===== src/design/ps2kmc_pkg.sv =====
package ps2kmc_pkg;

  localparam int FIFO_DEPTH_DEF  = 16;
  localparam int REPLY_DEPTH_DEF = 4;
  localparam int DIV_STEPS       = 24;

  typedef enum logic [1:0] {
    CFG_TYP_DELAY  = 2'd0,
    CFG_TYP_PERIOD = 2'd1,
    CFG_REPLY_DLY  = 2'd2,
    CFG_UNUSED     = 2'd3
  } cfg_idx_t;

  typedef enum logic [2:0] {
    OP_RD_DATA   = 3'd0,
    OP_RD_STATUS = 3'd1,
    OP_WR_DATA   = 3'd2,
    OP_WR_CMD    = 3'd3,
    OP_TICK      = 3'd4,
    OP_SCAN      = 3'd5,
    OP_MOUSE     = 3'd6
  } op_t;

  typedef enum logic [1:0] {
    ORG_KBD = 2'd0,
    ORG_AUX = 2'd1,
    ORG_CTL = 2'd2
  } org_t;

  typedef enum logic [2:0] {
    PW_NONE    = 3'd0,
    PW_CMDBYTE = 3'd1,
    PW_OUTPORT = 3'd2,
    PW_LEDS    = 3'd3,
    PW_RATE    = 3'd4,
    PW_SET     = 3'd5,
    PW_AUX     = 3'd6
  } pw_t;

  typedef enum logic [1:0] {
    MP_NONE = 2'd0,
    MP_RATE = 2'd1,
    MP_RES  = 2'd2
  } mp_t;

  typedef enum logic [3:0] {
    ST_IDLE,
    ST_EXEC,
    ST_PUSH,
    ST_RELEASE,
    ST_REP_FIRST,
    ST_DIV_START,
    ST_DIVIDE,
    ST_REP_MORE,
    ST_SETTLE,
    ST_IRQ
  } state_t;

  typedef enum logic [1:0] {
    STG_JOB,
    STG_REL,
    STG_REPF,
    STG_REPN
  } stage_t;

  localparam logic [7:0] BYTE_ACK    = 8'hFA;
  localparam logic [7:0] BYTE_BAT_OK = 8'hAA;
  localparam logic [7:0] BYTE_ID1    = 8'hAB;
  localparam logic [7:0] BYTE_ID2    = 8'h83;
  localparam logic [7:0] BYTE_RESEND = 8'hFE;
  localparam logic [7:0] BYTE_ECHO   = 8'hEE;
  localparam logic [7:0] BYTE_SELFOK = 8'h55;

  localparam logic [7:0] KC_RESET    = 8'hFF;
  localparam logic [7:0] KC_LEDS     = 8'hED;
  localparam logic [7:0] KC_ECHO     = 8'hEE;
  localparam logic [7:0] KC_SET      = 8'hF0;
  localparam logic [7:0] KC_RATE     = 8'hF3;
  localparam logic [7:0] KC_ENABLE   = 8'hF4;
  localparam logic [7:0] KC_DISABLE  = 8'hF5;
  localparam logic [7:0] KC_DEFAULTS = 8'hF6;
  localparam logic [7:0] KC_IDENT    = 8'hF2;
  localparam logic [7:0] KC_RESEND   = 8'hFE;

  localparam logic [7:0] MC_RESET    = 8'hFF;
  localparam logic [7:0] MC_DEFAULTS = 8'hF6;
  localparam logic [7:0] MC_DISABLE  = 8'hF5;
  localparam logic [7:0] MC_ENABLE   = 8'hF4;
  localparam logic [7:0] MC_IDENT    = 8'hF2;
  localparam logic [7:0] MC_RATE     = 8'hF3;
  localparam logic [7:0] MC_RES      = 8'hE8;
  localparam logic [7:0] MC_STATUS   = 8'hE9;

  localparam logic [7:0] CC_RD_CB    = 8'h20;
  localparam logic [7:0] CC_WR_CB    = 8'h60;
  localparam logic [7:0] CC_SELFTEST = 8'hAA;
  localparam logic [7:0] CC_KTEST    = 8'hAB;
  localparam logic [7:0] CC_KBD_OFF  = 8'hAD;
  localparam logic [7:0] CC_KBD_ON   = 8'hAE;
  localparam logic [7:0] CC_AUX_OFF  = 8'hA7;
  localparam logic [7:0] CC_AUX_ON   = 8'hA8;
  localparam logic [7:0] CC_ATEST    = 8'hA9;
  localparam logic [7:0] CC_RD_OUTP  = 8'hD0;
  localparam logic [7:0] CC_WR_OUTP  = 8'hD1;
  localparam logic [7:0] CC_WR_AUX   = 8'hD4;

  typedef struct packed {
    logic [2:0]         op;
    logic [7:0]         data_byte;
    logic [23:0]        tick_count;
    logic signed [15:0] delta_x;
    logic signed [15:0] delta_y;
    logic [2:0]         buttons;
  } ps2kmc_in_t;

  typedef struct packed {
    logic [7:0] read_data;
    logic       result_status;
    logic       irq1_level;
    logic       irq12_level;
    logic       a20_enable;
    logic       cpu_reset_request;
  } ps2kmc_out_t;

  typedef struct packed {
    logic take;
    logic exec;
    logic push;
    logic release_chk;
    logic rep_first;
    logic div_start;
    logic div_step;
    logic rep_more;
    logic finish;
  } ps2kmc_cmd_t;

  typedef struct packed {
    logic push_done;
    logic rep_go;
    logic per_zero;
    logic div_done;
    logic out_free;
  } ps2kmc_stat_t;

endpackage


===== src/design/ps2kmc_ctrl.sv =====
module ps2kmc_ctrl
  import ps2kmc_pkg::*;
(
  input  logic         clk,
  input  logic         rst,
  input  logic         in_valid,
  output logic         in_stall,
  input  ps2kmc_stat_t stat,
  output ps2kmc_cmd_t  cmd
);

  state_t state, state_next;
  stage_t stage, stage_next;

  always_ff @(posedge clk) begin
    if (rst) begin
      state <= ST_IDLE;
      stage <= STG_JOB;
    end else begin
      state <= state_next;
      stage <= stage_next;
    end
  end

  always_comb begin
    state_next = state;
    stage_next = stage;
    unique case (state)
      ST_IDLE: begin
        if (in_valid) state_next = ST_EXEC;
      end
      ST_EXEC: begin
        state_next = ST_PUSH;
        stage_next = STG_JOB;
      end
      ST_PUSH: begin
        if (stat.push_done) begin
          unique case (stage)
            STG_JOB:  state_next = ST_RELEASE;
            STG_REL:  state_next = ST_REP_FIRST;
            STG_REPF: state_next = ST_DIV_START;
            STG_REPN: state_next = ST_SETTLE;
            default:  state_next = ST_SETTLE;
          endcase
        end
      end
      ST_RELEASE: begin
        state_next = ST_PUSH;
        stage_next = STG_REL;
      end
      ST_REP_FIRST: begin
        if (stat.rep_go) begin
          state_next = ST_PUSH;
          stage_next = STG_REPF;
        end else begin
          state_next = ST_SETTLE;
        end
      end
      ST_DIV_START: begin
        state_next = stat.per_zero ? ST_SETTLE : ST_DIVIDE;
      end
      ST_DIVIDE: begin
        if (stat.div_done) state_next = ST_REP_MORE;
      end
      ST_REP_MORE: begin
        state_next = ST_PUSH;
        stage_next = STG_REPN;
      end
      ST_SETTLE: begin
        state_next = ST_IRQ;
      end
      ST_IRQ: begin
        if (stat.out_free) state_next = ST_IDLE;
      end
      default: state_next = ST_IDLE;
    endcase
  end

  always_comb begin
    cmd             = '0;
    in_stall        = (state != ST_IDLE);
    cmd.take        = (state == ST_IDLE) && in_valid;
    cmd.exec        = (state == ST_EXEC);
    cmd.push        = (state == ST_PUSH);
    cmd.release_chk = (state == ST_RELEASE);
    cmd.rep_first   = (state == ST_REP_FIRST);
    cmd.div_start   = (state == ST_DIV_START);
    cmd.div_step    = (state == ST_DIVIDE);
    cmd.rep_more    = (state == ST_REP_MORE);
    cmd.finish      = (state == ST_IRQ);
  end

endmodule


===== src/design/ps2kmc_dp.sv =====
module ps2kmc_dp
  import ps2kmc_pkg::*;
#(
  parameter int FIFO_DEPTH  = FIFO_DEPTH_DEF,
  parameter int REPLY_DEPTH = REPLY_DEPTH_DEF
) (
  input  logic         clk,
  input  logic         rst,
  input  logic         cfg_wr,
  input  logic [1:0]   cfg_index,
  input  logic [23:0]  cfg_data,
  input  ps2kmc_in_t   in_data,
  output logic         out_valid,
  input  logic         out_stall,
  output ps2kmc_out_t  out_data,
  input  ps2kmc_cmd_t  cmd,
  output ps2kmc_stat_t stat
);

  localparam int AW  = (FIFO_DEPTH > 1) ? $clog2(FIFO_DEPTH) : 1;
  localparam int FW  = $clog2(FIFO_DEPTH + 1);
  localparam int RW  = $clog2(REPLY_DEPTH);
  localparam int RLW = $clog2(REPLY_DEPTH + 1);
  localparam int DCW = $clog2(DIV_STEPS + 1);

  logic [23:0] typ_delay, typ_period, reply_delay;

  logic [7:0] fifo_data [FIFO_DEPTH];
  org_t       fifo_org  [FIFO_DEPTH];
  logic [7:0] head_data;
  org_t       head_org;
  logic [AW-1:0] head_ptr, tail_ptr;
  logic [FW-1:0] fill;

  logic [7:0]     reply_buf [REPLY_DEPTH];
  logic [RLW-1:0] reply_len;
  org_t           reply_org;
  logic [23:0]    reply_wait;
  logic           rel_go;

  logic [7:0] cb, outport;
  pw_t        pw;
  logic       scan_on;
  logic       rep_on;
  logic [23:0] rep_cd;
  logic [7:0] rep_code;
  logic       rep_go;
  logic [23:0] el2;
  logic       m_rep;
  logic [2:0] m_btn;
  logic [7:0] m_res, m_rate;
  mp_t        m_await;
  logic       irq1, irq12, irq_pend;
  logic [7:0] last;

  ps2kmc_in_t item;
  logic [7:0] rd_r;
  logic       refused_r, pulse_r;

  logic [7:0]    pbuf [REPLY_DEPTH];
  logic [RW-1:0] pidx;
  logic [FW-1:0] pcnt;
  org_t          porg;
  logic          prep;

  logic [23:0]    div_rem, div_quo;
  logic [DCW-1:0] div_cnt;
  logic [24:0]    div_trial;

  logic push_we;
  logic irq1_new, irq12_new;
  logic kbd_on, aux_on;

  logic [7:0]  cb_n, outport_n, rep_code_n, m_res_n, m_rate_n, rd_n;
  pw_t         pw_n;
  mp_t         m_await_n;
  logic        scan_on_n, rep_on_n, m_rep_n, irq1_n, irq12_n, irq_pend_n;
  logic        refused_n, pulse_n, pop_n, rep_go_n, rel_go_tick;
  logic [2:0]  m_btn_n;
  logic [23:0] rep_cd_n, el2_n, wait_n;
  logic        post_req;
  logic [RLW-1:0] post_n;
  logic [3:0][7:0] post_b;
  org_t        post_org;
  logic [1:0]  job_cnt;
  logic [2:0][7:0] job_b;
  org_t        job_org;
  logic        x_ovf, x_neg, y_ovf, y_neg;
  logic [7:0]  x_b, y_b;

  function automatic logic repeats(input logic [7:0] c);
    logic r;
    r = !(c == 8'h1D || c == 8'h2A || c == 8'h36 || c == 8'h38 ||
          c == 8'h3A || c == 8'h45 || c == 8'h46 || c == 8'hE0 || c == 8'hE1);
    return r;
  endfunction

  function automatic logic [AW-1:0] wrap_inc(input logic [AW-1:0] p);
    logic [AW-1:0] r;
    r = (p == AW'(FIFO_DEPTH - 1)) ? '0 : p + AW'(1);
    return r;
  endfunction

  assign kbd_on = !cb[4];
  assign aux_on = !cb[5];

  always_ff @(posedge clk) begin
    if (rst) begin
      typ_delay   <= '0;
      typ_period  <= '0;
      reply_delay <= '0;
    end else if (cfg_wr) begin
      unique case (cfg_idx_t'(cfg_index))
        CFG_TYP_DELAY:  typ_delay   <= cfg_data;
        CFG_TYP_PERIOD: typ_period  <= cfg_data;
        CFG_REPLY_DLY:  reply_delay <= cfg_data;
        default: ;
      endcase
    end
  end

  assign push_we = cmd.push && (pcnt != '0) && (fill != FW'(FIFO_DEPTH));

  always_ff @(posedge clk) begin
    if (push_we) begin
      fifo_data[tail_ptr] <= pbuf[pidx];
      fifo_org[tail_ptr]  <= porg;
    end
    head_data <= fifo_data[head_ptr];
    head_org  <= fifo_org[head_ptr];
  end

  always_comb begin
    x_ovf = 1'b0;
    x_neg = 1'b0;
    x_b   = item.delta_x[7:0];
    if (item.delta_x > 16'sd255) begin
      x_ovf = 1'b1;
      x_b   = 8'hFF;
    end else if (item.delta_x < -16'sd256) begin
      x_ovf = 1'b1;
      x_neg = 1'b1;
      x_b   = 8'h00;
    end else begin
      x_neg = item.delta_x[15];
    end
    y_ovf = 1'b0;
    y_neg = 1'b0;
    y_b   = item.delta_y[7:0];
    if (item.delta_y > 16'sd255) begin
      y_ovf = 1'b1;
      y_b   = 8'hFF;
    end else if (item.delta_y < -16'sd256) begin
      y_ovf = 1'b1;
      y_neg = 1'b1;
      y_b   = 8'h00;
    end else begin
      y_neg = item.delta_y[15];
    end
  end

  always_comb begin
    cb_n        = cb;
    outport_n   = outport;
    pw_n        = pw;
    scan_on_n   = scan_on;
    rep_on_n    = rep_on;
    rep_cd_n    = rep_cd;
    rep_code_n  = rep_code;
    m_rep_n     = m_rep;
    m_btn_n     = m_btn;
    m_res_n     = m_res;
    m_rate_n    = m_rate;
    m_await_n   = m_await;
    irq1_n      = irq1;
    irq12_n     = irq12;
    irq_pend_n  = 1'b0;
    rd_n        = 8'h00;
    refused_n   = 1'b0;
    pulse_n     = 1'b0;
    pop_n       = 1'b0;
    rep_go_n    = 1'b0;
    rel_go_tick = 1'b0;
    el2_n       = '0;
    wait_n      = reply_wait;
    post_req    = 1'b0;
    post_n      = RLW'(1);
    post_b      = '0;
    post_org    = ORG_KBD;
    job_cnt     = 2'd0;
    job_b       = '0;
    job_org     = ORG_KBD;
    unique case (op_t'(item.op))
      OP_RD_DATA: begin
        if (fill != '0) begin
          rd_n       = head_data;
          pop_n      = 1'b1;
          irq_pend_n = 1'b1;
          if (head_org == ORG_KBD) irq1_n = 1'b0;
          else if (head_org == ORG_AUX) irq12_n = 1'b0;
        end
      end
      OP_RD_STATUS: begin
        rd_n = {2'b00, (fill != '0) && (head_org == ORG_AUX), kbd_on,
                1'b0, 1'b1, 1'b0, fill != '0};
      end
      OP_WR_DATA: begin
        unique case (pw)
          PW_CMDBYTE: begin
            cb_n       = item.data_byte;
            pw_n       = PW_NONE;
            irq_pend_n = 1'b1;
          end
          PW_OUTPORT: begin
            outport_n = item.data_byte;
            pw_n      = PW_NONE;
            pulse_n   = !item.data_byte[0];
          end
          PW_LEDS, PW_RATE: begin
            pw_n      = PW_NONE;
            post_req  = 1'b1;
            post_b[0] = BYTE_ACK;
          end
          PW_SET: begin
            pw_n     = PW_NONE;
            post_req = 1'b1;
            if (item.data_byte == 8'h00) begin
              post_n    = RLW'(2);
              post_b[0] = BYTE_ACK;
              post_b[1] = 8'h01;
            end else if (item.data_byte == 8'h01) begin
              post_b[0] = BYTE_ACK;
            end else begin
              post_b[0] = BYTE_RESEND;
            end
          end
          PW_AUX: begin
            pw_n     = PW_NONE;
            post_req = 1'b1;
            post_org = ORG_AUX;
            post_b[0] = BYTE_ACK;
            if (m_await == MP_RATE) begin
              m_await_n = MP_NONE;
              if (item.data_byte == 8'd10 || item.data_byte == 8'd20 ||
                  item.data_byte == 8'd40 || item.data_byte == 8'd60 ||
                  item.data_byte == 8'd80 || item.data_byte == 8'd100 ||
                  item.data_byte == 8'd200) begin
                m_rate_n = item.data_byte;
              end else begin
                post_b[0] = BYTE_RESEND;
              end
            end else if (m_await == MP_RES) begin
              m_await_n = MP_NONE;
              if (item.data_byte <= 8'd3) m_res_n = item.data_byte;
              else post_b[0] = BYTE_RESEND;
            end else begin
              unique case (item.data_byte)
                MC_RESET: begin
                  m_rep_n   = 1'b0;
                  m_btn_n   = 3'd0;
                  m_res_n   = 8'd2;
                  m_rate_n  = 8'd100;
                  m_await_n = MP_NONE;
                  post_n    = RLW'(3);
                  post_b[1] = BYTE_BAT_OK;
                end
                MC_DEFAULTS: begin
                  m_rep_n   = 1'b0;
                  m_btn_n   = 3'd0;
                  m_res_n   = 8'd2;
                  m_rate_n  = 8'd100;
                  m_await_n = MP_NONE;
                end
                MC_DISABLE: m_rep_n = 1'b0;
                MC_ENABLE:  m_rep_n = 1'b1;
                MC_IDENT:   post_n = RLW'(2);
                MC_RATE:    m_await_n = MP_RATE;
                MC_RES:     m_await_n = MP_RES;
                MC_STATUS: begin
                  post_n    = RLW'(4);
                  post_b[1] = {2'b00, m_rep, 2'b00, m_btn};
                  post_b[2] = m_res;
                  post_b[3] = m_rate;
                end
                default: post_b[0] = BYTE_RESEND;
              endcase
            end
          end
          default: begin
            post_req  = 1'b1;
            post_b[0] = BYTE_ACK;
            unique case (item.data_byte)
              KC_RESET: begin
                post_n    = RLW'(2);
                post_b[1] = BYTE_BAT_OK;
                scan_on_n = 1'b1;
                rep_on_n  = 1'b0;
                rep_cd_n  = '0;
              end
              KC_LEDS:  pw_n = PW_LEDS;
              KC_ECHO:  post_b[0] = BYTE_ECHO;
              KC_SET:   pw_n = PW_SET;
              KC_RATE:  pw_n = PW_RATE;
              KC_ENABLE: scan_on_n = 1'b1;
              KC_DISABLE: begin
                scan_on_n = 1'b0;
                rep_on_n  = 1'b0;
              end
              KC_DEFAULTS: begin
                scan_on_n = 1'b1;
                rep_on_n  = 1'b0;
                rep_cd_n  = '0;
              end
              KC_IDENT: begin
                post_n    = RLW'(3);
                post_b[1] = BYTE_ID1;
                post_b[2] = BYTE_ID2;
              end
              KC_RESEND: post_b[0] = last;
              default:   post_b[0] = BYTE_RESEND;
            endcase
          end
        endcase
      end
      OP_WR_CMD: begin
        post_org = ORG_CTL;
        unique case (item.data_byte)
          CC_RD_CB: begin
            post_req  = 1'b1;
            post_b[0] = cb;
          end
          CC_WR_CB: pw_n = PW_CMDBYTE;
          CC_SELFTEST: begin
            post_req  = 1'b1;
            post_b[0] = BYTE_SELFOK;
          end
          CC_KTEST, CC_ATEST: post_req = 1'b1;
          CC_KBD_OFF: begin
            cb_n       = cb | 8'h10;
            irq_pend_n = 1'b1;
          end
          CC_KBD_ON: begin
            cb_n       = cb & 8'hEF;
            irq_pend_n = 1'b1;
          end
          CC_AUX_OFF: begin
            cb_n       = cb | 8'h20;
            irq_pend_n = 1'b1;
          end
          CC_AUX_ON: begin
            cb_n       = cb & 8'hDF;
            irq_pend_n = 1'b1;
          end
          CC_RD_OUTP: begin
            post_req  = 1'b1;
            post_b[0] = outport;
          end
          CC_WR_OUTP: pw_n = PW_OUTPORT;
          CC_WR_AUX:  pw_n = PW_AUX;
          default: ;
        endcase
      end
      OP_TICK: begin
        if (reply_len != '0) begin
          if (item.tick_count < reply_wait) begin
            wait_n = reply_wait - item.tick_count;
          end else begin
            wait_n      = '0;
            rel_go_tick = 1'b1;
          end
        end
        if (item.tick_count != '0 && rep_on) begin
          if (item.tick_count < rep_cd) begin
            rep_cd_n = rep_cd - item.tick_count;
          end else begin
            el2_n    = item.tick_count - rep_cd;
            rep_go_n = 1'b1;
          end
        end
      end
      OP_SCAN: begin
        if (!kbd_on || !scan_on) begin
          refused_n = 1'b1;
        end else begin
          if (item.data_byte[7] && ({1'b0, item.data_byte[6:0]} == rep_code)) begin
            rep_on_n = 1'b0;
          end else if (typ_delay != '0 && typ_period != '0 && !item.data_byte[7] &&
                       repeats(item.data_byte)) begin
            rep_code_n = item.data_byte;
            rep_cd_n   = typ_delay;
            rep_on_n   = 1'b1;
          end
          if (fill == FW'(FIFO_DEPTH)) begin
            refused_n = 1'b1;
          end else begin
            job_cnt  = 2'd1;
            job_b[0] = item.data_byte;
          end
        end
      end
      OP_MOUSE: begin
        if (!aux_on || !m_rep) begin
          refused_n = 1'b1;
        end else if (item.delta_x == '0 && item.delta_y == '0 && item.buttons == m_btn) begin
          refused_n = 1'b0;
        end else if (reply_len != '0 || (32'(fill) + 32'd3) > 32'(FIFO_DEPTH)) begin
          refused_n = 1'b1;
        end else begin
          job_cnt  = 2'd3;
          job_org  = ORG_AUX;
          job_b[0] = {y_ovf, x_ovf, y_neg, x_neg, 1'b1, item.buttons};
          job_b[1] = x_b;
          job_b[2] = y_b;
          m_btn_n  = item.buttons;
        end
      end
      default: ;
    endcase
  end

  always_comb begin
    irq1_new  = irq1;
    irq12_new = irq12;
    if (irq_pend) begin
      if (fill == '0) begin
        irq1_new  = 1'b0;
        irq12_new = 1'b0;
      end else begin
        unique case (head_org)
          ORG_KBD: begin
            irq12_new = 1'b0;
            if (kbd_on && cb[0]) irq1_new = 1'b1;
          end
          ORG_AUX: begin
            irq1_new = 1'b0;
            if (aux_on && cb[1]) irq12_new = 1'b1;
          end
          default: begin
            irq1_new  = 1'b0;
            irq12_new = 1'b0;
          end
        endcase
      end
    end
  end

  assign div_trial = {div_rem, div_quo[23]};

  always_ff @(posedge clk) begin
    if (cmd.take) item <= in_data;
    if (cmd.exec) begin
      rd_r      <= rd_n;
      refused_r <= refused_n;
      pulse_r   <= pulse_n;
      el2       <= el2_n;
      if (post_req && reply_len == '0) begin
        for (int i = 0; i < 4; i++) reply_buf[i] <= post_b[i];
        reply_org <= post_org;
      end
      for (int i = 0; i < 3; i++) pbuf[i] <= job_b[i];
      porg <= job_org;
    end
    if (cmd.release_chk && rel_go &&
        (32'(reply_len) + 32'(fill)) <= 32'(FIFO_DEPTH)) begin
      for (int i = 0; i < REPLY_DEPTH; i++) pbuf[i] <= reply_buf[i];
      porg <= reply_org;
    end
    if ((cmd.rep_first && rep_go) || cmd.rep_more) begin
      pbuf[0] <= rep_code;
      porg    <= ORG_KBD;
    end
    if (cmd.div_start) begin
      div_rem <= '0;
      div_quo <= el2;
    end
    if (cmd.div_step && div_cnt != '0) begin
      if (div_trial >= {1'b0, typ_period}) begin
        div_rem <= 24'(div_trial - {1'b0, typ_period});
        div_quo <= {div_quo[22:0], 1'b1};
      end else begin
        div_rem <= div_trial[23:0];
        div_quo <= {div_quo[22:0], 1'b0};
      end
    end
    if (cmd.finish && stat.out_free) begin
      out_data.read_data         <= rd_r;
      out_data.result_status     <= refused_r;
      out_data.irq1_level        <= irq1_new;
      out_data.irq12_level       <= irq12_new;
      out_data.a20_enable        <= outport[1];
      out_data.cpu_reset_request <= pulse_r;
    end
  end

  always_ff @(posedge clk) begin
    if (rst) begin
      head_ptr   <= '0;
      tail_ptr   <= '0;
      fill       <= '0;
      reply_len  <= '0;
      reply_wait <= '0;
      rel_go     <= 1'b0;
      cb         <= 8'h07;
      outport    <= 8'h01;
      pw         <= PW_NONE;
      scan_on    <= 1'b1;
      rep_on     <= 1'b0;
      rep_cd     <= '0;
      rep_code   <= '0;
      rep_go     <= 1'b0;
      m_rep      <= 1'b0;
      m_btn      <= '0;
      m_res      <= 8'd2;
      m_rate     <= 8'd100;
      m_await    <= MP_NONE;
      irq1       <= 1'b0;
      irq12      <= 1'b0;
      irq_pend   <= 1'b0;
      last       <= '0;
      pidx       <= '0;
      pcnt       <= '0;
      prep       <= 1'b0;
      div_cnt    <= '0;
      out_valid  <= 1'b0;
    end else begin
      if (cmd.exec) begin
        cb       <= cb_n;
        outport  <= outport_n;
        pw       <= pw_n;
        scan_on  <= scan_on_n;
        rep_on   <= rep_on_n;
        rep_cd   <= rep_cd_n;
        rep_code <= rep_code_n;
        rep_go   <= rep_go_n;
        m_rep    <= m_rep_n;
        m_btn    <= m_btn_n;
        m_res    <= m_res_n;
        m_rate   <= m_rate_n;
        m_await  <= m_await_n;
        irq1     <= irq1_n;
        irq12    <= irq12_n;
        irq_pend <= irq_pend_n;
        pidx     <= '0;
        prep     <= 1'b0;
        pcnt     <= FW'(job_cnt);
        if (pop_n) begin
          head_ptr <= wrap_inc(head_ptr);
          fill     <= fill - FW'(1);
        end
        if (post_req && reply_len == '0) begin
          reply_len  <= post_n;
          reply_wait <= reply_delay;
          rel_go     <= (reply_delay == '0);
        end else begin
          reply_wait <= wait_n;
          rel_go     <= rel_go_tick;
        end
      end
      if (cmd.push && pcnt != '0) begin
        pcnt <= pcnt - FW'(1);
        if (!prep) pidx <= pidx + RW'(1);
        if (fill != FW'(FIFO_DEPTH)) begin
          tail_ptr <= wrap_inc(tail_ptr);
          fill     <= fill + FW'(1);
          last     <= pbuf[pidx];
          irq_pend <= 1'b1;
        end
      end
      if (cmd.release_chk) begin
        rel_go <= 1'b0;
        if (rel_go && (32'(reply_len) + 32'(fill)) <= 32'(FIFO_DEPTH)) begin
          pcnt      <= FW'(reply_len);
          pidx      <= '0;
          prep      <= 1'b0;
          reply_len <= '0;
        end
      end
      if (cmd.rep_first && rep_go) begin
        pcnt <= FW'(1);
        pidx <= '0;
        prep <= 1'b1;
      end
      if (cmd.div_start) begin
        if (typ_period == '0) begin
          rep_cd <= '0;
          rep_on <= 1'b0;
        end else begin
          div_cnt <= DCW'(DIV_STEPS);
        end
      end
      if (cmd.div_step && div_cnt != '0) div_cnt <= div_cnt - DCW'(1);
      if (cmd.rep_more) begin
        pcnt   <= (div_quo >= 24'(FIFO_DEPTH)) ? FW'(FIFO_DEPTH) : div_quo[FW-1:0];
        pidx   <= '0;
        prep   <= 1'b1;
        rep_cd <= typ_period - div_rem;
      end
      if (cmd.finish && stat.out_free) begin
        irq1      <= irq1_new;
        irq12     <= irq12_new;
        out_valid <= 1'b1;
      end else if (out_valid && !out_stall) begin
        out_valid <= 1'b0;
      end
    end
  end

  always_comb begin
    stat.push_done = (pcnt == '0);
    stat.rep_go    = rep_go;
    stat.per_zero  = (typ_period == '0);
    stat.div_done  = (div_cnt == '0);
    stat.out_free  = !out_valid || !out_stall;
  end

endmodule


===== src/design/ps2_keyboard_mouse_controller.sv =====
// Channel    Direction  Handshake             Payload
// in         input      in_valid / in_stall   ps2kmc_in_t: one host action
// out        output     out_valid / out_stall ps2kmc_out_t: one result per action
// cfg        input      cfg_wr                cfg_index, cfg_data (24 bits)
//
// An action is taken only while the controller is idle, so the next one is accepted only once
// the result of the last has been registered. Each reply, scan code or packet byte queued into
// the FIFO adds a push step. A tick that fires repeat also runs the divider to count the further
// repeat bytes, which are then pushed; with the period at zero it skips the divider.
// Reset is synchronous and leaves the FIFO and reply buffer empty.
// A stalled result stays in the output register while the next action runs up to its last cycle.
module ps2_keyboard_mouse_controller
  import ps2kmc_pkg::*;
#(
  parameter int FIFO_DEPTH  = FIFO_DEPTH_DEF,
  parameter int REPLY_DEPTH = REPLY_DEPTH_DEF
) (
  input  logic        clk,
  input  logic        rst,
  input  logic        cfg_wr,
  input  logic [1:0]  cfg_index,
  input  logic [23:0] cfg_data,
  input  logic        in_valid,
  output logic        in_stall,
  input  ps2kmc_in_t  in_data,
  output logic        out_valid,
  input  logic        out_stall,
  output ps2kmc_out_t out_data
);

  ps2kmc_cmd_t  cmd;
  ps2kmc_stat_t stat;

  ps2kmc_ctrl u_ctrl (
    .clk      (clk),
    .rst      (rst),
    .in_valid (in_valid),
    .in_stall (in_stall),
    .stat     (stat),
    .cmd      (cmd)
  );

  ps2kmc_dp #(
    .FIFO_DEPTH  (FIFO_DEPTH),
    .REPLY_DEPTH (REPLY_DEPTH)
  ) u_dp (
    .clk       (clk),
    .rst       (rst),
    .cfg_wr    (cfg_wr),
    .cfg_index (cfg_index),
    .cfg_data  (cfg_data),
    .in_data   (in_data),
    .out_valid (out_valid),
    .out_stall (out_stall),
    .out_data  (out_data),
    .cmd       (cmd),
    .stat      (stat)
  );

endmodule


===== config.mk =====
export PLATFORM = sky130hd
export DESIGN_NAME = ps2_keyboard_mouse_controller
export DESIGN_NICKNAME = d
export VERILOG_FILES = /design/src/design/ps2kmc_pkg.sv /design/src/design/ps2kmc_ctrl.sv /design/src/design/ps2kmc_dp.sv /design/src/design/ps2_keyboard_mouse_controller.sv
export SDC_FILE = /design/constraint.sdc
export NUM_CORES = 1
export LEC_CHECK = 0
export BUFFER_PORTS_ARGS = -buffer_cell sky130_fd_sc_hd__buf_2
export CAP_MARGIN = 10
export CORE_UTILIZATION = 33
export DETAILED_ROUTE_END_ITERATION = 8
export MAX_ROUTING_LAYER = met4
export PLACE_DENSITY = 0.54
export SYNTH_ARGS = -nofsm -noshare
export SYNTH_HDL_FRONTEND = slang
export SYNTH_HIERARCHICAL = 1
export SYNTH_SLANG_ARGS = --single-unit

===== constraint.sdc =====
create_clock -name clk -period 7.85 [get_ports clk]
set_clock_uncertainty 0.05 [all_clocks]
set_input_delay 0 -clock clk [delete_from_list [all_inputs] [get_ports clk]]
set_output_delay 0 -clock clk [all_outputs]
set_load 0.02 [all_outputs]

### Word-level counts from Yosys, hierarchy flattened

Memories as Yosys holds them, arrays and structs flattened. A register that Yosys moved wholly into a read port is not among the register bits.
Index checks and enable logic that the tools add are counted.
W data, S select, Z words.

* word-level logic and storage cells: 551
* memories kept: 4
* output and inout bits: 15
* bits in writable memories: 224
* bits of input ports: 101
* flip-flop bits (word level): 389

Memories
* u_dp.fifo_data: depth 16, bits a word 8, rd ports 1, clocked after Yosys merged registers in 1, wr ports 1, RTL line ps2kmc_dp.sv:28 `logic [7:0] fifo_data [FIFO_DEPTH];`
* u_dp.fifo_org: depth 16, bits a word 2, rd ports 1, clocked after Yosys merged registers in 1, wr ports 1, RTL line ps2kmc_dp.sv:29 `org_t fifo_org [FIFO_DEPTH];`
* u_dp.pbuf: depth 4, bits a word 8, rd ports 1, clocked after Yosys merged registers in 1, wr ports 4, RTL line ps2kmc_dp.sv:60 `logic [7:0] pbuf [REPLY_DEPTH];`
* u_dp.reply_buf: depth 4, bits a word 8, rd ports 4, clocked after Yosys merged registers in 0, wr ports 4, RTL line ps2kmc_dp.sv:35 `logic [7:0] reply_buf [REPLY_DEPTH];`

* magnitude comparators: 11
* eq/ne operators: 102
* mux-type cells: 223
* add/sub/neg operators: 14
* bitwise operators: 12
* reduce and logical (&&, ||, !) cells: 130

Operators by type and width (number)
* $mux W24: 26
* $eq A8 B8 Y1 const B: 25
* $mux W8: 23
* $sub A24 B24 Y24: 5
* $pmux W8 S2: 7
* $mux W1: 80
* $pmux W24 S3: 1
* $pmux W8 S3: 3
* $reduce_bool A24 Y1: 3
* $mux W5: 14
* $mux W3: 20
* $eq A8 B6 Y1 const B: 7
* $logic_not A24 Y1: 2
* $lt A24 B24 Y1: 2
* $eq A8 B7 Y1 const B: 5
* $ne A2 B2 Y1 const B: 20
* $mux W2: 18
* $pmux W3 S3: 4
* $gt A16 B9 Y1 const B: 2
* $gt A32 B5 Y1 const B: 1
* $le A32 B5 Y1 const B: 1
* $logic_not A16 Y1: 2
* $lt A16 B9 Y1 const B: 2
* $mux W16: 2
* other kinds (65): 217

### Longest topological paths before layout

* depth after elaboration: 19
* gate-level depth with buffers: 13
* depth with buffers taken out: 13

### Modules after synthesis

The synthesis kept the hierarchy.

By module, submodules not included
* ps2kmc_dp: times used 1, seq. area each 16175.5 µm², area an instance 31874.3 µm², cells each 3108
* ps2kmc_ctrl: times used 1, seq. area each 120.1 µm², area an instance 548.0 µm², cells each 76

### Least setup slack after synthesis

OpenSTA, ideal clock, no wires.

* path type: register -> register
* start: reg u_ctrl.state[2]
* end: reg u_dp.m_rate[2]
* library setup time: 0.060 ns
* path buffers: 3
* path slack: 1.865 ns
* cell stages (with the launch flop): 13
* arrival: 5.875 ns
* clock period less this slack: 5.985 ns
* data required time: 7.740 ns
* path through: dfxtp_1 buf_6 buf_2 nor3_1 clkinv_1 nor2_1 and2_1 clkbuf_1 nand3_1 or3_1 a21oi_2 o22ai_1 nand2b_1

RTL lines
* start: declaration: RTL line ps2kmc_ctrl.sv:12 `state_t state, state_next;`
* start signal: assignment: RTL line ps2kmc_ctrl.sv:20 `state <= state_next;`
* end signal: assignment: RTL line ps2kmc_dp.sv:538 `m_rate <= m_rate_n;`
* end: declaration: RTL line ps2kmc_dp.sv:51 `logic [7:0] m_res, m_rate;`

==> impl_metrics.csv <==
group,metric,value,unit
clocking,clockBufferDepth,3,
place,pre_cts_ws,3930,ps
worst_setup_path,critPathBufInv,2,
power,p_leak,14.1,nW
sta,grt_setup_unrepaired,"false",
floorplan,die_h,315,um
cells_and_area,fin_util,39.6,%
logic_synthesis,syn_area_per_cell,10.2,um2
sta,finalHoldViolCount,0,
global_routing,antenna_found_initial,1,
sta,fin_setup_tns,0,ps
worst_setup_path,crit_type,"flop to flop",
worst_setup_path,critPathRequiredTime,8370,ps
logic_synthesis,synth_edf_count,388,
logic_synthesis,ys.flop_type,"edfxtp_1",
sta,worstMarginPinSlew,1220,ps
floorplan,std_cell_rows,114,
power,irDropWorstVdd,149,uV
worst_setup_path,startpoint_type,"flop",
drt,route.vias.total,25289,
place,hpwl,69800,um
sta,hold_slack,30.1,ps
floorplan,core,97000,um2
sta,slew_headroom,18.3,%
worst_hold_path,hold_path_class,"primary input to flop",
logic_synthesis,yosysUniqueCellTypes,114,
worst_setup_path,cp_slowest_cell,"dfxtp_1",
worst_setup_path,critPathMaxStageDelay,670,ps
floorplan,die_w,315,um
drt,wl_per_cell,20.7,um
logic_synthesis,ys_seq_area_share,50.3,%
worst_setup_path,critPathTopFamily,"simple AND/OR/NAND/NOR gates",
floorplan,initial_core_util,33.4,%
logic_synthesis,synth-compound-area-share,15.2,%
cells_and_area,nNetsFinal,3650,
clocking,path_clk_slew,60,ps
worst_setup_path,cp_max_fo,27,
worst_setup_path,cpMostUsedCell,"nor2_1",
logic_synthesis,synth-seq-cells,620,
clocking,cts.sink_count,620,
cells_and_area,syn2layout_area_growth,18.4,%
logic_synthesis,synth_top_family_by_area,"simple AND/OR/NAND/NOR gates",
clocking,cts_setup_buffers,0,
drt,ant_nets,0,
logic_synthesis,synth_fa_ha_area_share,5.66,%
cells_and_area,drive_gt1_share,11.5,%
clocking,cts_inserted_buffers,70,
cells_and_area,fill_cells,9465,
logic_synthesis,synth_xor_area_share,3.03,%
logic_synthesis,async_flop_share,0,%
flow_run,drv_cap,0,
sta,fin_crit_sh,51.0,%
logic_synthesis,synth_mux_area_share,5.03,%
clocking,hold_buffers,159,
clocking,root_buffer,"clkbuf_16",
sta,fin_ws,3850,ps
sta,slew_violations,0,
clocking,clk_latency,640,ps
drt,postRouteWirelength,98100,um
place,postPlaceCellArea,34200,um2
place,place.gp.congestion,0.930,
clocking,cts_tree,"built",
worst_setup_path,end_kind,"flop",
sta,finalCriticalPeriod,4000,ps
sta,timing.fmax,250,MHz
floorplan,die-area,99500,um2
clocking,htree_num_levels,3,
clocking,cts_repair_resize_count,0,
floorplan,io_pins,116,
logic_synthesis,synth_nets,3428,
logic_synthesis,netlist_area,32400,um2
global_routing,grt_pass1_vias,24261,
worst_setup_path,critPathArrivalTime,4520,ps
worst_setup_path,crit_chain,"nand2b_1, nor3_2, buf_4, clkinv_1, nor2_1, and2_1, nand3_1, or3_1, nor2_2, a22oi_1, nor2_1",
global_routing,grt_util_all_layers,20.0,%
global_routing,grt_start_max_net_pins,141,
global_routing,grt_pass1_wl,149000,um
outcome,violations,"design-rule violations",
sta,final-setup-viol-count,0,
logic_synthesis,yosysWarnings,6,
cells_and_area,final_area,38400,um2
drt,dr.pass1.iters,8,
drt,drc,6,
place,io_buffers,115,
power,power.density,212,nW/um2
drt,viasPerCell,5.33,
global_routing,overflow,0,
drt,drt-initial-drc-count,2339,
outcome,status,"complete, but fails checks",
logic_synthesis,synthCells,3184,
logic_synthesis,synth_simple_gate_area_share,16.9,%
[per-layer routing]
| layer | track usage [%] | wire [um] | vias up |
|---|---|---|---|
| li1 | - | - | 12086 |
| met1 | 28.8 | 47000 | 12336 |
| met2 | 29.5 | 43200 | 743 |
| met3 | 2.45 | 5740 | 124 |
| met4 | 5.73 | 2190 | 0 |
| met5 | - | 0 | - |
[sequential cells by signal (all words and copies together) (netlist names), 8 cells and up]
name,flops
u_dp/out_data,13
u_dp/head_data,8
u_dp/rd_r,8
u_dp/reply_buf,29
u_dp/typ_period,24
u_dp/item,70
u_dp/last,8
u_dp/reply_delay,24
u_dp/rep_cd,24
u_dp/el2,24
u_dp/fifo_data,128
u_dp/m_res,8
u_dp/fifo_org,32
u_dp/typ_delay,24
u_dp/cb,8
u_dp/outport,8
u_dp/rep_code,8
u_dp/div_rem,24
u_dp/pbuf,32
u_dp/m_rate,8
u_dp/div_quo,24
u_dp/reply_wait,24
[cell families (layout without fill, tap and decap cells)]
kind of cell             count (synthesis)  after routing
AND/OR/NAND/NOR                       1164           1164
AO/OA/AOI/OAI                          740            740
flip-flops                             620            620
buffers and inverters                  315            594
adder cells (fa/ha/maj)                143            143
XOR/XNOR                               112            112
multiplexers                            90             90
other                                    0              2
[where the power goes]
group	internal, mW	switching, mW
clock network	2.21	1.40
registers	3.58	0.105
logic	0.301	0.519
total	6.10	2.03
[cell type report]
cell class	count	area, um2	share of cell area [%]
flip-flops and latches	620	16300	42.5
multi-input cells	2249	14900	38.8
repair buffers	312	2470	6.44
clock buffers	93	1970	5.13
well taps	1276	1600	4.16
inverters	153	574	1.50
clock inverters	36	573	1.49
diodes	2	5.00	0.0130
[cell usage after synthesis, types with 29 or more instances]
library cell  instances  share of area, %
a21o_1               48               1.1
a21oi_1             272               4.2
a221oi_1             35              0.95
and3_1               36              0.69
buf_2                36              0.56
clkbuf_1             99               1.1
dfxtp_1             232                14
edfxtp_1            388                36
ha_1                137               5.3
inv_1               151               1.7
mux2i_1              29              0.90
mux4_2               58               4.0
nand2_1             419               4.9
nand2b_1             43              0.83
nand3_1              45              0.69
nand4_1              29              0.56
nor2_1              306               3.5
nor2b_1              37              0.71
nor3_1               87               1.3
nor4_1               48              0.93
o21ai_0             100               1.5
xnor2_1              60               1.6
xor2_1               52               1.4
[final timing paths]
path,from,endpoint,slack (ps),cells past startpoint
max,u_ctrl/state[0]$_SDFFE_PP0P_,u_dp/m_rate[3]$_SDFFE_PP0P_,3850,11
min,in_data[0],u_dp/item[0]$_DFFE_PP_,30,2
max reg2reg,u_ctrl/state[0]$_SDFFE_PP0P_,u_dp/m_rate[3]$_SDFFE_PP0P_,3850,11
min reg2reg,u_dp/rd_r[7]$_SDFFCE_PN0P_,u_dp/out_data[12]$_DFFE_PP_,370,0
[per-stage QoR]
step,total power [mW],cells
detailed placement,4.51,4451
CTS,8.19,4739
finish,8.13,4741
floorplan,4.23,3184
global placement,4.51,4451
global route,8.41,4739
[cells in the final DEF (no fill, tap or decap), types with 13 or more instances in the layout]
master | Yosys | final
nand3_1 | 45 | 45
clkbuf_16 | 0 | 72
o21ai_0 | 100 | 100
a21o_1 | 48 | 48
o22ai_1 | 18 | 18
buf_4 | 6 | 37
buf_2 | 36 | 114
dlygate4sd3_1 | 0 | 159
bufinv_16 | 0 | 13
a221oi_1 | 35 | 35
nand2b_1 | 43 | 42
a211oi_1 | 25 | 25
nand4_1 | 29 | 29
a22oi_1 | 21 | 21
nor2b_1 | 37 | 36
o31ai_1 | 20 | 20
nand2_1 | 419 | 419
dfxtp_1 | 232 | 230
mux4_2 | 58 | 58
nor3b_1 | 22 | 20
nor3_1 | 87 | 86
inv_1 | 151 | 151
ha_1 | 137 | 137
xnor2_1 | 60 | 60
xor2_1 | 52 | 52
nor2_1 | 306 | 306
and2_1 | 21 | 21
and3_1 | 36 | 35
o21a_1 | 19 | 19
a21oi_1 | 272 | 272
nor4_1 | 48 | 48
a31oi_1 | 23 | 23
edfxtp_1 | 388 | 388
a221o_1 | 13 | 13
mux2i_1 | 29 | 29
Note: power is estimated with default switching activity, not from simulation.
